<file path="src/hw/rtl/lpfr_pkg.sv">
package lpfr_pkg;

    // Field widths.
    localparam int CMD_W   = 2;
    localparam int BYTE_W  = 8;
    localparam int MS_W    = 45;
    localparam int KIND_W  = 2;
    localparam int WORD_W  = 32;
    localparam int HALF_W  = 16;
    localparam int CIDX_W  = 3;
    localparam int HIDX_W  = 5;
    localparam int TS_W    = 64;

    // Header geometry and fixed values.
    localparam int HDR_BYTES = 32;
    localparam logic [HIDX_W-1:0] HDR_LAST_IDX = HIDX_W'(HDR_BYTES - 1);
    localparam logic [WORD_W-1:0] HDR_MAGIC = 32'h5852_4346;
    localparam logic [19:0] NS_PER_MS = 20'd1000000;

    // Input commands.
    localparam logic [CMD_W-1:0] CMD_DATA  = 2'd0;
    localparam logic [CMD_W-1:0] CMD_OPEN  = 2'd1;
    localparam logic [CMD_W-1:0] CMD_CLOSE = 2'd2;

    // Result kinds.
    localparam logic [KIND_W-1:0] KIND_HEADER  = 2'd0;
    localparam logic [KIND_W-1:0] KIND_PAYLOAD = 2'd1;
    localparam logic [KIND_W-1:0] KIND_BAD_LEN = 2'd2;
    localparam logic [KIND_W-1:0] KIND_ABORT   = 2'd3;

    // Configuration register indexes.
    localparam logic [CIDX_W-1:0] REG_MAX_LEN = 3'd0;
    localparam logic [CIDX_W-1:0] REG_VERSION = 3'd1;
    localparam logic [CIDX_W-1:0] REG_CODEC   = 3'd2;
    localparam logic [CIDX_W-1:0] REG_WIDTH   = 3'd3;
    localparam logic [CIDX_W-1:0] REG_HEIGHT  = 3'd4;

    // Configuration reset values.
    localparam logic [WORD_W-1:0] RST_MAX_LEN = 32'd8388608;
    localparam logic [HALF_W-1:0] RST_VERSION = 16'd1;
    localparam logic [HALF_W-1:0] RST_CODEC   = 16'd1;
    localparam logic [WORD_W-1:0] RST_WIDTH   = 32'd1280;
    localparam logic [WORD_W-1:0] RST_HEIGHT  = 32'd480;

    // Parser phase.
    typedef enum logic [1:0] {
        PH_PREFIX  = 2'd0,
        PH_PAYLOAD = 2'd1,
        PH_HALTED  = 2'd2
    } t_phase;

    // Configuration values seen by the datapath.
    typedef struct packed {
        logic [WORD_W-1:0] max_len;
        logic [HALF_W-1:0] version;
        logic [HALF_W-1:0] codec;
        logic [WORD_W-1:0] width;
        logic [WORD_W-1:0] height;
    } t_cfg;

    // Result request from parser to emitter.
    typedef struct packed {
        logic              valid;
        logic              hdr;
        logic [BYTE_W-1:0] data;
        logic [KIND_W-1:0] kind;
        logic              fend;
        logic [WORD_W-1:0] len;
        logic [WORD_W-1:0] seq;
        logic [MS_W-1:0]   ms;
    } t_req;

endpackage

</file>
<file path="src/hw/rtl/lpfr_ifs.sv">
interface lpfr_in_if import lpfr_pkg::*; ();
    logic              valid;
    logic              ready;
    logic [CMD_W-1:0]  cmd;
    logic [BYTE_W-1:0] in_byte;
    logic [MS_W-1:0]   time_ms;

    modport source (output valid, output cmd, output in_byte, output time_ms, input ready);
    modport sink   (input valid, input cmd, input in_byte, input time_ms, output ready);
endinterface

interface lpfr_out_if import lpfr_pkg::*; ();
    logic              valid;
    logic              ready;
    logic [BYTE_W-1:0] out_byte;
    logic [KIND_W-1:0] kind;
    logic              frame_end;
    logic              run_last;

    modport source (output valid, output out_byte, output kind, output frame_end,
                    output run_last, input ready);
    modport sink   (input valid, input out_byte, input kind, input frame_end,
                    input run_last, output ready);
endinterface

interface lpfr_cfg_if import lpfr_pkg::*; ();
    logic              valid;
    logic              ready;
    logic [CIDX_W-1:0] index;
    logic [WORD_W-1:0] data;

    modport source (output valid, output index, output data, input ready);
    modport sink   (input valid, input index, input data, output ready);
endinterface

</file>
<file path="src/hw/rtl/lpfr_regs.sv">
module lpfr_regs import lpfr_pkg::*; (
    input  logic           i_clk,
    input  logic           i_rst_n,
    lpfr_cfg_if.sink       i_cfg,
    output t_cfg           o_cfg
);

    t_cfg r_cfg;

    // Writes are always taken; unknown indexes are dropped.
    assign i_cfg.ready = 1'b1;

    always_ff @(posedge i_clk) begin
        if (!i_rst_n) begin
            r_cfg.max_len <= RST_MAX_LEN;
            r_cfg.version <= RST_VERSION;
            r_cfg.codec   <= RST_CODEC;
            r_cfg.width   <= RST_WIDTH;
            r_cfg.height  <= RST_HEIGHT;
        end else if (i_cfg.valid) begin
            case (i_cfg.index)
                REG_MAX_LEN: r_cfg.max_len <= i_cfg.data;
                REG_VERSION: r_cfg.version <= i_cfg.data[HALF_W-1:0];
                REG_CODEC:   r_cfg.codec   <= i_cfg.data[HALF_W-1:0];
                REG_WIDTH:   r_cfg.width   <= i_cfg.data;
                REG_HEIGHT:  r_cfg.height  <= i_cfg.data;
                default: begin
                end
            endcase
        end
    end

    assign o_cfg = r_cfg;

endmodule

</file>
<file path="src/hw/rtl/lpfr_parser.sv">
module lpfr_parser import lpfr_pkg::*; (
    input  logic           i_clk,
    input  logic           i_rst_n,
    lpfr_in_if.sink        i_in,
    input  t_cfg           i_cfg,
    input  logic           i_res_free,
    output t_req           o_req
);

    // Input register.
    logic              r_in_valid;
    logic [CMD_W-1:0]  r_cmd;
    logic [BYTE_W-1:0] r_byte;
    logic [MS_W-1:0]   r_ms;

    // Parser state.
    t_phase            r_phase, n_phase;
    logic [1:0]        r_cnt, n_cnt;
    logic [WORD_W-1:0] r_acc, n_acc;
    logic [WORD_W-1:0] r_rem, n_rem;
    logic [WORD_W-1:0] r_seq, n_seq;

    logic              adv;
    logic [WORD_W-1:0] acc_next;
    logic [WORD_W-1:0] rem_dec;
    t_req              req;

    // The held word moves on once the emitter can take its results.
    assign adv        = r_in_valid && i_res_free;
    assign i_in.ready = !r_in_valid || adv;

    always_ff @(posedge i_clk) begin
        if (!i_rst_n) begin
            r_in_valid <= 1'b0;
        end else if (i_in.ready) begin
            r_in_valid <= i_in.valid;
        end
    end

    always_ff @(posedge i_clk) begin
        if (i_in.ready && i_in.valid) begin
            r_cmd  <= i_in.cmd;
            r_byte <= i_in.in_byte;
            r_ms   <= i_in.time_ms;
        end
    end

    // State registers.
    always_ff @(posedge i_clk) begin
        if (!i_rst_n) begin
            r_phase <= PH_PREFIX;
            r_cnt   <= 2'd0;
            r_acc   <= '0;
            r_rem   <= '0;
            r_seq   <= '0;
        end else begin
            r_phase <= n_phase;
            r_cnt   <= n_cnt;
            r_acc   <= n_acc;
            r_rem   <= n_rem;
            r_seq   <= n_seq;
        end
    end

    assign acc_next = {r_acc[WORD_W-BYTE_W-1:0], r_byte};
    assign rem_dec  = (r_rem != '0) ? r_rem - WORD_W'(1) : r_rem;

    // Next state and the result request for the held word.
    always_comb begin
        n_phase  = r_phase;
        n_cnt    = r_cnt;
        n_acc    = r_acc;
        n_rem    = r_rem;
        n_seq    = r_seq;
        req      = '0;
        req.len  = acc_next;
        req.ms   = r_ms;
        req.data = r_byte;
        if (adv) begin
            case (r_cmd)
                CMD_OPEN: begin
                    n_phase = PH_PREFIX;
                    n_cnt   = 2'd0;
                    n_acc   = '0;
                    n_rem   = '0;
                end
                CMD_CLOSE: begin
                    n_phase = PH_HALTED;
                    n_cnt   = 2'd0;
                    n_acc   = '0;
                    n_rem   = '0;
                    if (r_phase == PH_PAYLOAD) begin
                        req.valid = 1'b1;
                        req.kind  = KIND_ABORT;
                        req.data  = '0;
                    end
                end
                CMD_DATA: begin
                    case (r_phase)
                        PH_PREFIX: begin
                            n_cnt = r_cnt + 2'd1;
                            n_acc = acc_next;
                            if (r_cnt == 2'd3) begin
                                n_acc     = '0;
                                req.valid = 1'b1;
                                if (acc_next == '0 || acc_next > i_cfg.max_len) begin
                                    n_phase  = PH_HALTED;
                                    req.kind = KIND_BAD_LEN;
                                    req.data = '0;
                                end else begin
                                    n_seq    = r_seq + WORD_W'(1);
                                    n_rem    = acc_next;
                                    n_phase  = PH_PAYLOAD;
                                    req.hdr  = 1'b1;
                                    req.kind = KIND_HEADER;
                                    req.seq  = n_seq;
                                end
                            end
                        end
                        PH_PAYLOAD: begin
                            n_rem     = rem_dec;
                            req.valid = 1'b1;
                            req.kind  = KIND_PAYLOAD;
                            req.fend  = (rem_dec == '0);
                            if (rem_dec == '0) begin
                                n_phase = PH_PREFIX;
                            end
                        end
                        default: begin
                        end
                    endcase
                end
                default: begin
                end
            endcase
        end
    end

    assign o_req = req;

endmodule

</file>
<file path="src/hw/rtl/lpfr_emitter.sv">
module lpfr_emitter import lpfr_pkg::*; (
    input  logic           i_clk,
    input  logic           i_rst_n,
    input  t_cfg           i_cfg,
    input  t_req           i_req,
    output logic           o_res_free,
    lpfr_out_if.source     o_out
);

    // Result register.
    logic              r_valid;
    logic              r_hdr;
    logic [HIDX_W-1:0] r_idx;
    logic [BYTE_W-1:0] r_byte;
    logic [KIND_W-1:0] r_kind;
    logic              r_fend;

    // Header fields captured at launch.
    logic [WORD_W-1:0] r_len;
    logic [WORD_W-1:0] r_seq;
    logic [51:0]       r_pp_lo;
    logic [WORD_W-1:0] r_pp_hi;
    logic [TS_W-1:0]   r_ts;

    logic                     res_last;
    logic                     take;
    logic [HDR_BYTES*8-1:0]   hdr_vec;
    logic [BYTE_W-1:0]        hdr_byte;

    assign res_last   = !r_hdr || (r_idx == HDR_LAST_IDX);
    assign take       = r_valid && o_out.ready;
    assign o_res_free = !r_valid || (take && res_last);

    always_ff @(posedge i_clk) begin
        if (!i_rst_n) begin
            r_valid <= 1'b0;
            r_idx   <= '0;
        end else if (i_req.valid) begin
            r_valid <= 1'b1;
            r_idx   <= '0;
        end else if (take) begin
            if (res_last) begin
                r_valid <= 1'b0;
            end else begin
                r_idx <= r_idx + HIDX_W'(1);
            end
        end
    end

    // Payload of the result register and header capture.
    always_ff @(posedge i_clk) begin
        if (i_req.valid) begin
            r_hdr  <= i_req.hdr;
            r_byte <= i_req.data;
            r_kind <= i_req.kind;
            r_fend <= i_req.fend;
            if (i_req.hdr) begin
                r_len   <= i_req.len;
                r_seq   <= i_req.seq;
                r_pp_lo <= 52'(i_req.ms[WORD_W-1:0]) * 52'(NS_PER_MS);
                r_pp_hi <= 32'(i_req.ms[MS_W-1:WORD_W]) * 32'(NS_PER_MS);
            end
        end
    end

    // Timestamp sum is registered from the registered partial products, long before its bytes go out.
    always_ff @(posedge i_clk) begin
        r_ts <= TS_W'(r_pp_lo) + {r_pp_hi, 32'd0};
    end

    assign hdr_vec = {HDR_MAGIC, i_cfg.version, i_cfg.codec, i_cfg.width, i_cfg.height,
                      r_ts, r_seq, r_len};
    assign hdr_byte = hdr_vec[{~r_idx, 3'b000} +: BYTE_W];

    assign o_out.valid     = r_valid;
    assign o_out.out_byte  = r_hdr ? hdr_byte : r_byte;
    assign o_out.kind      = r_hdr ? KIND_HEADER : r_kind;
    assign o_out.frame_end = r_hdr ? 1'b0 : r_fend;
    assign o_out.run_last  = res_last;

endmodule

</file>
<file path="src/hw/rtl/length_prefixed_frame_reframer.sv">
// Channel  Dir  Handshake        Word contents
// i_in     in   valid / ready    cmd, in_byte, time_ms
// o_out    out  valid / ready    out_byte, kind, frame_end, run_last
// i_cfg    in   valid / ready    index, data (always ready)
//
// One input word is taken per cycle while the result slot is free, and results
// drain at one word per cycle while o_out is ready. A valid length prefix
// launches a 32-word header burst from the result register; input words wait
// in the input register until the burst's final word leaves.
// Reset is synchronous and restores all configuration registers and parser state.
// Either side may stall at any time without loss.
module length_prefixed_frame_reframer import lpfr_pkg::*; (
    input  logic        i_clk,
    input  logic        i_rst_n,
    lpfr_in_if.sink     i_in,
    lpfr_out_if.source  o_out,
    lpfr_cfg_if.sink    i_cfg
);

    t_cfg cfg;
    t_req req;
    logic res_free;

    // Configuration registers.
    lpfr_regs u_regs (
        .i_clk   (i_clk),
        .i_rst_n (i_rst_n),
        .i_cfg   (i_cfg),
        .o_cfg   (cfg)
    );

    // Input register and length-prefix parser.
    lpfr_parser u_parser (
        .i_clk      (i_clk),
        .i_rst_n    (i_rst_n),
        .i_in       (i_in),
        .i_cfg      (cfg),
        .i_res_free (res_free),
        .o_req      (req)
    );

    // Result register and header serialiser.
    lpfr_emitter u_emitter (
        .i_clk      (i_clk),
        .i_rst_n    (i_rst_n),
        .i_cfg      (cfg),
        .i_req      (req),
        .o_res_free (res_free),
        .o_out      (o_out)
    );

    // A header burst blocks new results until its final word leaves.
    a_hdr_blocks: assert property (@(posedge i_clk) disable iff (!i_rst_n)
        (o_out.valid && o_out.kind == KIND_HEADER && !o_out.run_last) |-> !res_free)
        else $error("result slot freed in the middle of a header burst");

    // A header word that is taken and not last is followed by another header word.
    a_hdr_runs_on: assert property (@(posedge i_clk) disable iff (!i_rst_n)
        (o_out.valid && o_out.ready && o_out.kind == KIND_HEADER && !o_out.run_last)
        |=> (o_out.valid && o_out.kind == KIND_HEADER))
        else $error("header burst broken off");

    // The end of a frame is marked only on a payload word that closes its run.
    a_fend_payload: assert property (@(posedge i_clk) disable iff (!i_rst_n)
        (o_out.valid && o_out.frame_end) |-> (o_out.kind == KIND_PAYLOAD && o_out.run_last))
        else $error("frame end on a word that is not payload");

    // A new request only arrives when the result slot can take it.
    a_req_fits: assert property (@(posedge i_clk) disable iff (!i_rst_n)
        req.valid |-> res_free)
        else $error("result request while the result register is busy");

endmodule
</file>
<file path="src/flat_wrapper.sv">
// flat-port wrapper written by rule: the top's interface ports become plain ports
module length_prefixed_frame_reframer_flat import lpfr_pkg::*;
  (i_clk, i_rst_n, i_in_valid, i_in_cmd, i_in_in_byte, i_in_time_ms, i_in_ready, o_out_valid, o_out_out_byte, o_out_kind, o_out_frame_end, o_out_run_last, o_out_ready, i_cfg_valid, i_cfg_index, i_cfg_data, i_cfg_ready);
  lpfr_in_if i_in_i ();
  lpfr_out_if o_out_i ();
  lpfr_cfg_if i_cfg_i ();
  input  logic i_clk;
  input  logic i_rst_n;
  input wire logic [$bits(i_in_i.valid)-1:0] i_in_valid;
  input wire logic [$bits(i_in_i.cmd)-1:0] i_in_cmd;
  input wire logic [$bits(i_in_i.in_byte)-1:0] i_in_in_byte;
  input wire logic [$bits(i_in_i.time_ms)-1:0] i_in_time_ms;
  output wire logic [$bits(i_in_i.ready)-1:0] i_in_ready;
  output wire logic [$bits(o_out_i.valid)-1:0] o_out_valid;
  output wire logic [$bits(o_out_i.out_byte)-1:0] o_out_out_byte;
  output wire logic [$bits(o_out_i.kind)-1:0] o_out_kind;
  output wire logic [$bits(o_out_i.frame_end)-1:0] o_out_frame_end;
  output wire logic [$bits(o_out_i.run_last)-1:0] o_out_run_last;
  input wire logic [$bits(o_out_i.ready)-1:0] o_out_ready;
  input wire logic [$bits(i_cfg_i.valid)-1:0] i_cfg_valid;
  input wire logic [$bits(i_cfg_i.index)-1:0] i_cfg_index;
  input wire logic [$bits(i_cfg_i.data)-1:0] i_cfg_data;
  output wire logic [$bits(i_cfg_i.ready)-1:0] i_cfg_ready;
  assign i_in_i.valid = i_in_valid;
  assign i_in_i.cmd = i_in_cmd;
  assign i_in_i.in_byte = i_in_in_byte;
  assign i_in_i.time_ms = i_in_time_ms;
  assign i_in_ready = i_in_i.ready;
  assign o_out_valid = o_out_i.valid;
  assign o_out_out_byte = o_out_i.out_byte;
  assign o_out_kind = o_out_i.kind;
  assign o_out_frame_end = o_out_i.frame_end;
  assign o_out_run_last = o_out_i.run_last;
  assign o_out_i.ready = o_out_ready;
  assign i_cfg_i.valid = i_cfg_valid;
  assign i_cfg_i.index = i_cfg_index;
  assign i_cfg_i.data = i_cfg_data;
  assign i_cfg_ready = i_cfg_i.ready;
  length_prefixed_frame_reframer u_core (.i_clk(i_clk), .i_rst_n(i_rst_n), .i_in(i_in_i), .o_out(o_out_i), .i_cfg(i_cfg_i));
endmodule
</file>
<file path="config.mk">
export PLATFORM = sky130hd
export DESIGN_NAME = length_prefixed_frame_reframer_flat
export DESIGN_NICKNAME = d
export VERILOG_FILES = /design/src/hw/rtl/lpfr_pkg.sv /design/src/hw/rtl/lpfr_ifs.sv /design/src/hw/rtl/lpfr_regs.sv /design/src/hw/rtl/lpfr_parser.sv /design/src/hw/rtl/lpfr_emitter.sv /design/src/hw/rtl/length_prefixed_frame_reframer.sv /design/src/flat_wrapper.sv
export SDC_FILE = /design/constraint.sdc
export NUM_CORES = 2
export LEC_CHECK = 0
export ABC_CLOCK_PERIOD_IN_PS = 8500
export BUFFER_PORTS_ARGS = -buffer_cell sky130_fd_sc_hd__buf_4
export CORE_MARGIN = 2
export CORE_UTILIZATION = 28
export DETAILED_ROUTE_END_ITERATION = 8
export PLACE_DENSITY = 0.46
export SETUP_SLACK_MARGIN = 0.15
export SLEW_MARGIN = 20
export SYNTH_ARGS = -nofsm -noshare
export SYNTH_HDL_FRONTEND = slang
export SYNTH_HIERARCHICAL = 1
export SYNTH_SLANG_ARGS = --single-unit
</file>
<file path="constraint.sdc">
create_clock -name i_clk -period 8.5 [get_ports i_clk]
set_clock_uncertainty 0.1 [all_clocks]
set_input_delay 0.85 -clock i_clk [delete_from_list [all_inputs] [get_ports i_clk]]
set_output_delay 0.85 -clock i_clk [all_outputs]
set_load 0.005 [all_outputs]
</file>
==> out/metrics.cfg <==
[grt]
antenna_found_initial=0
grt_overflow=0
grt_max_degree=137
grt_use_total=0.144
first_global_vias=22500
grt_pass1_wl_mm=132

[drt]
ant_nets=0
drcViolationCount=0
first_pass_iters=5
vias=22000
drtIter0Drc=1139
viasPerCell=4.72
wl_per_cell_um=18.1
routed_wl_mm=84.6

[critical_path]
end_kind=register
start_kind=register
startpoint=u_core/u_parser/r_ms[2]
worst-setup-path-type=reg2reg
worst-path-max-fanout=7
timing.rr.start=u_core/u_parser/r_ms[2]
worst_path_most_repeated_cell=fa_1
cp_data_required_time_ps=8790
critPathMaxStageDelay_ps=580
path_cells=inv_1, fa_1, inv_1, fa_1, fa_1, fa_1, ha_1, inv_1, fa_1, inv_1, ha_1, a21o_1, a31o_2, a32oi_1, nand4_1, a41oi_1, o21bai_1, xor2_1
critPathSlowestCell=fa_1
worstPathArrival_ps=6280

[yosys]
synth.avg_cell_area_um2=10.5
seq_area_frac_synth=0.367
synth-seq-cells=488
synth-edff-count=203
synth-adder-area-share=0.223
synth_cells=3047
syn_area_um2=32100
synth.distinct_cells=100
synth_compound_gate_area_share=0.100
synth.area.mux_share=0.0901
synth-main-ff-cell=dfxtp_1
synth_top_area_share=0.190
synthSimpleGateAreaFrac=0.126
yosysTopAreaCell=edfxtp_1
synth-xor-area-share=0.0362
synth-async-reset-ratio=0
synth_warnings=6
synth_nets=3608
synth_top_family_by_area=adder cells
synthTopCellsByArea=edfxtp_1 (19%), dfxtp_1 (18%), ha_1 (11%)

[cts]
cts_hold_buf=0
clockRootBuffer=clkbuf_16
htreeDepth=2
cts_tree=built
clk_latency_ps=690
post_cts_buffers=0
clk_path_buf_depth=3
cts.repair.resized=0
cts.clk_slew.worst_paths_ps=70
numCtsBuffers=60
clkSinkCount=488

[die]
start_util=0.282
fp.coreArea_um2=114000
dieArea_um2=118000
rows=124
die_w_um=343
io_pins=110
die_y_um=343

[flow_run]
cap_viol_max_count=0

[sta]
worst_slack_ps=2520
max_freq_ghz=0.167
setup_tns_ps=0
tightest_slew_ps=986
final_max_slew_viol_count=0
setup_viol=0
hold_viol=0
fin_crit_ps=5980
rsz0062_at_grt=false
min_period_over_period=0.704
max_slew_margin=0.343

[min_path]
worst_hold_path_type=in2reg
min_from=i_in_in_byte[5]

[cells_and_area]
drive_above_1_share=0.110
nFillCells=11800
final_common_cell=nand2_1
final_net_count=3665
final_area_um2=36500
syn2layout_area_growth_pct=13.5
mostFrequentLayoutCells=nand2_1 (336), inv_1 (312), ha_1 (289)
antenna_cells=0

[power_and_ir_drop]
ir_drop_mv=0.357
leakagePower_nw=15.0
powerDensity_nw_per_um2=392
power.total_mw=14.3

[status]
status=completed

[placed_design]
hpwl_mm=62.6
port_buffers=108
routabilityCongestion=0.816
postPlaceCellArea_um2=34400
post-place-ws_ps=2440

## power by group
part / switching (mW) / total [mW] / internal (mW)
registers: 0.0685 / 2.99 / 2.92
clock network: 1.09 / 2.68 / 1.59
logic: 5.21 / 8.66 / 3.45
total: 6.37 / 14.3 / 7.95
## Yosys cell counts, types with 6 or more instances
master,count
mux4_2,60
nor2_1,148
a21boi_1,11
buf_2,33
nor3_1,28
or3_1,21
buf_6,10
nand2_1,336
nand2b_1,15
fa_1,177
nand4_1,35
a211oi_1,27
o211ai_1,30
o41ai_1,6
a311oi_1,7
and3_1,16
ha_1,289
o31ai_1,8
inv_1,312
a31oi_1,11
o21a_1,13
and2_1,27
nor4_1,25
xnor2_1,89
a21oi_1,106
edfxtp_1,203
xor2_1,44
a21boi_0,40
o2111ai_1,12
nand3_1,80
mux2i_1,148
o21ai_0,80
and4_1,8
buf_4,6
nor2b_1,40
dfxtp_1,285
clkbuf_1,81
o21bai_1,12
a21o_1,47
## cells by family after synthesis
family,count (synthesis)
DFF,488
and+or+nand+nor,826
buffers and inverters,449
adders and majority gates,466
AOI/OAI and AO/OA,471
other,1
xor gates and xnor gates,133
muxes,213
## per-stage QoR
step	utilization	cells	hold WS, ps
floorplan	-	3047	223
detailed placement	0.302	4554	227
global placement	0.302	4554	224
global route	0.320	4665	201
CTS	0.320	4665	182
finish	0.320	4665	233
## registers in the layout, indices dropped and copies added, names as in the netlist
signal / cells
u_core/u_emitter/o_out.valid: 1
u_core/u_emitter/r_byte: 8
u_core/u_emitter/r_fend: 1
u_core/u_emitter/r_hdr: 1
u_core/u_emitter/r_idx: 5
u_core/u_emitter/r_kind: 2
u_core/u_emitter/r_len: 32
u_core/u_emitter/r_pp_hi: 26
u_core/u_emitter/r_pp_lo: 46
u_core/u_emitter/r_seq: 32
u_core/u_emitter/r_ts: 58
u_core/u_parser/r_acc: 24
u_core/u_parser/r_byte: 8
u_core/u_parser/r_cmd: 2
u_core/u_parser/r_cnt: 2
u_core/u_parser/r_in_valid: 1
u_core/u_parser/r_ms: 45
u_core/u_parser/r_phase: 2
u_core/u_parser/r_rem: 32
u_core/u_parser/r_seq: 32
u_core/u_regs/o_cfg: 128
## path summary, 6_finish.rpt
kind | to | slack, ps | depth (start not counted)
worst min-delay path | u_core/u_parser/r_byte[5] | 230 | 1
worst max register to register | u_core/u_emitter/r_pp_lo[38] | 2520 | 18
worst min register to register | u_core/u_emitter/r_ts[32] | 230 | 0
worst max-delay path | u_core/u_emitter/r_pp_lo[38] | 2520 | 18
## cell type report
class / count / area (µm²) / share of cell area
Inverter: 312 / 1170 / 0.0321
Sequential cell: 488 / 11800 / 0.324
Multi-Input combinational cell: 2110 / 18500 / 0.508
Clock inverter: 27 / 338 / 0.00926
Tap cell: 1512 / 1890 / 0.0518
Clock buffer: 84 / 1740 / 0.0478
Timing Repair Buffer: 132 / 1010 / 0.0277
## worst max-delay path: cells and delay by family, from the launching register on
family,cells,cell delay [ps]
XOR/XNOR,1,140
AND/OR/NAND/NOR,1,220
AO/OA/AOI/OAI,5,1240
adder cells (fa/ha/maj),7,3220
flip-flops,1,490
buffers and inverters,4,280
## per-layer routing
layer / wire length, µm / GRT usage / part of all wire
met1: 40800 / 0.201 / 0.48
met2: 39100 / 0.235 / 0.46
met3: 3000 / 0.0194 / 0.036
met4: 1670 / 0.0354 / 0.020
met5: 0 / 0 / 0
Note: power is estimated with default switching activity, not from simulation.
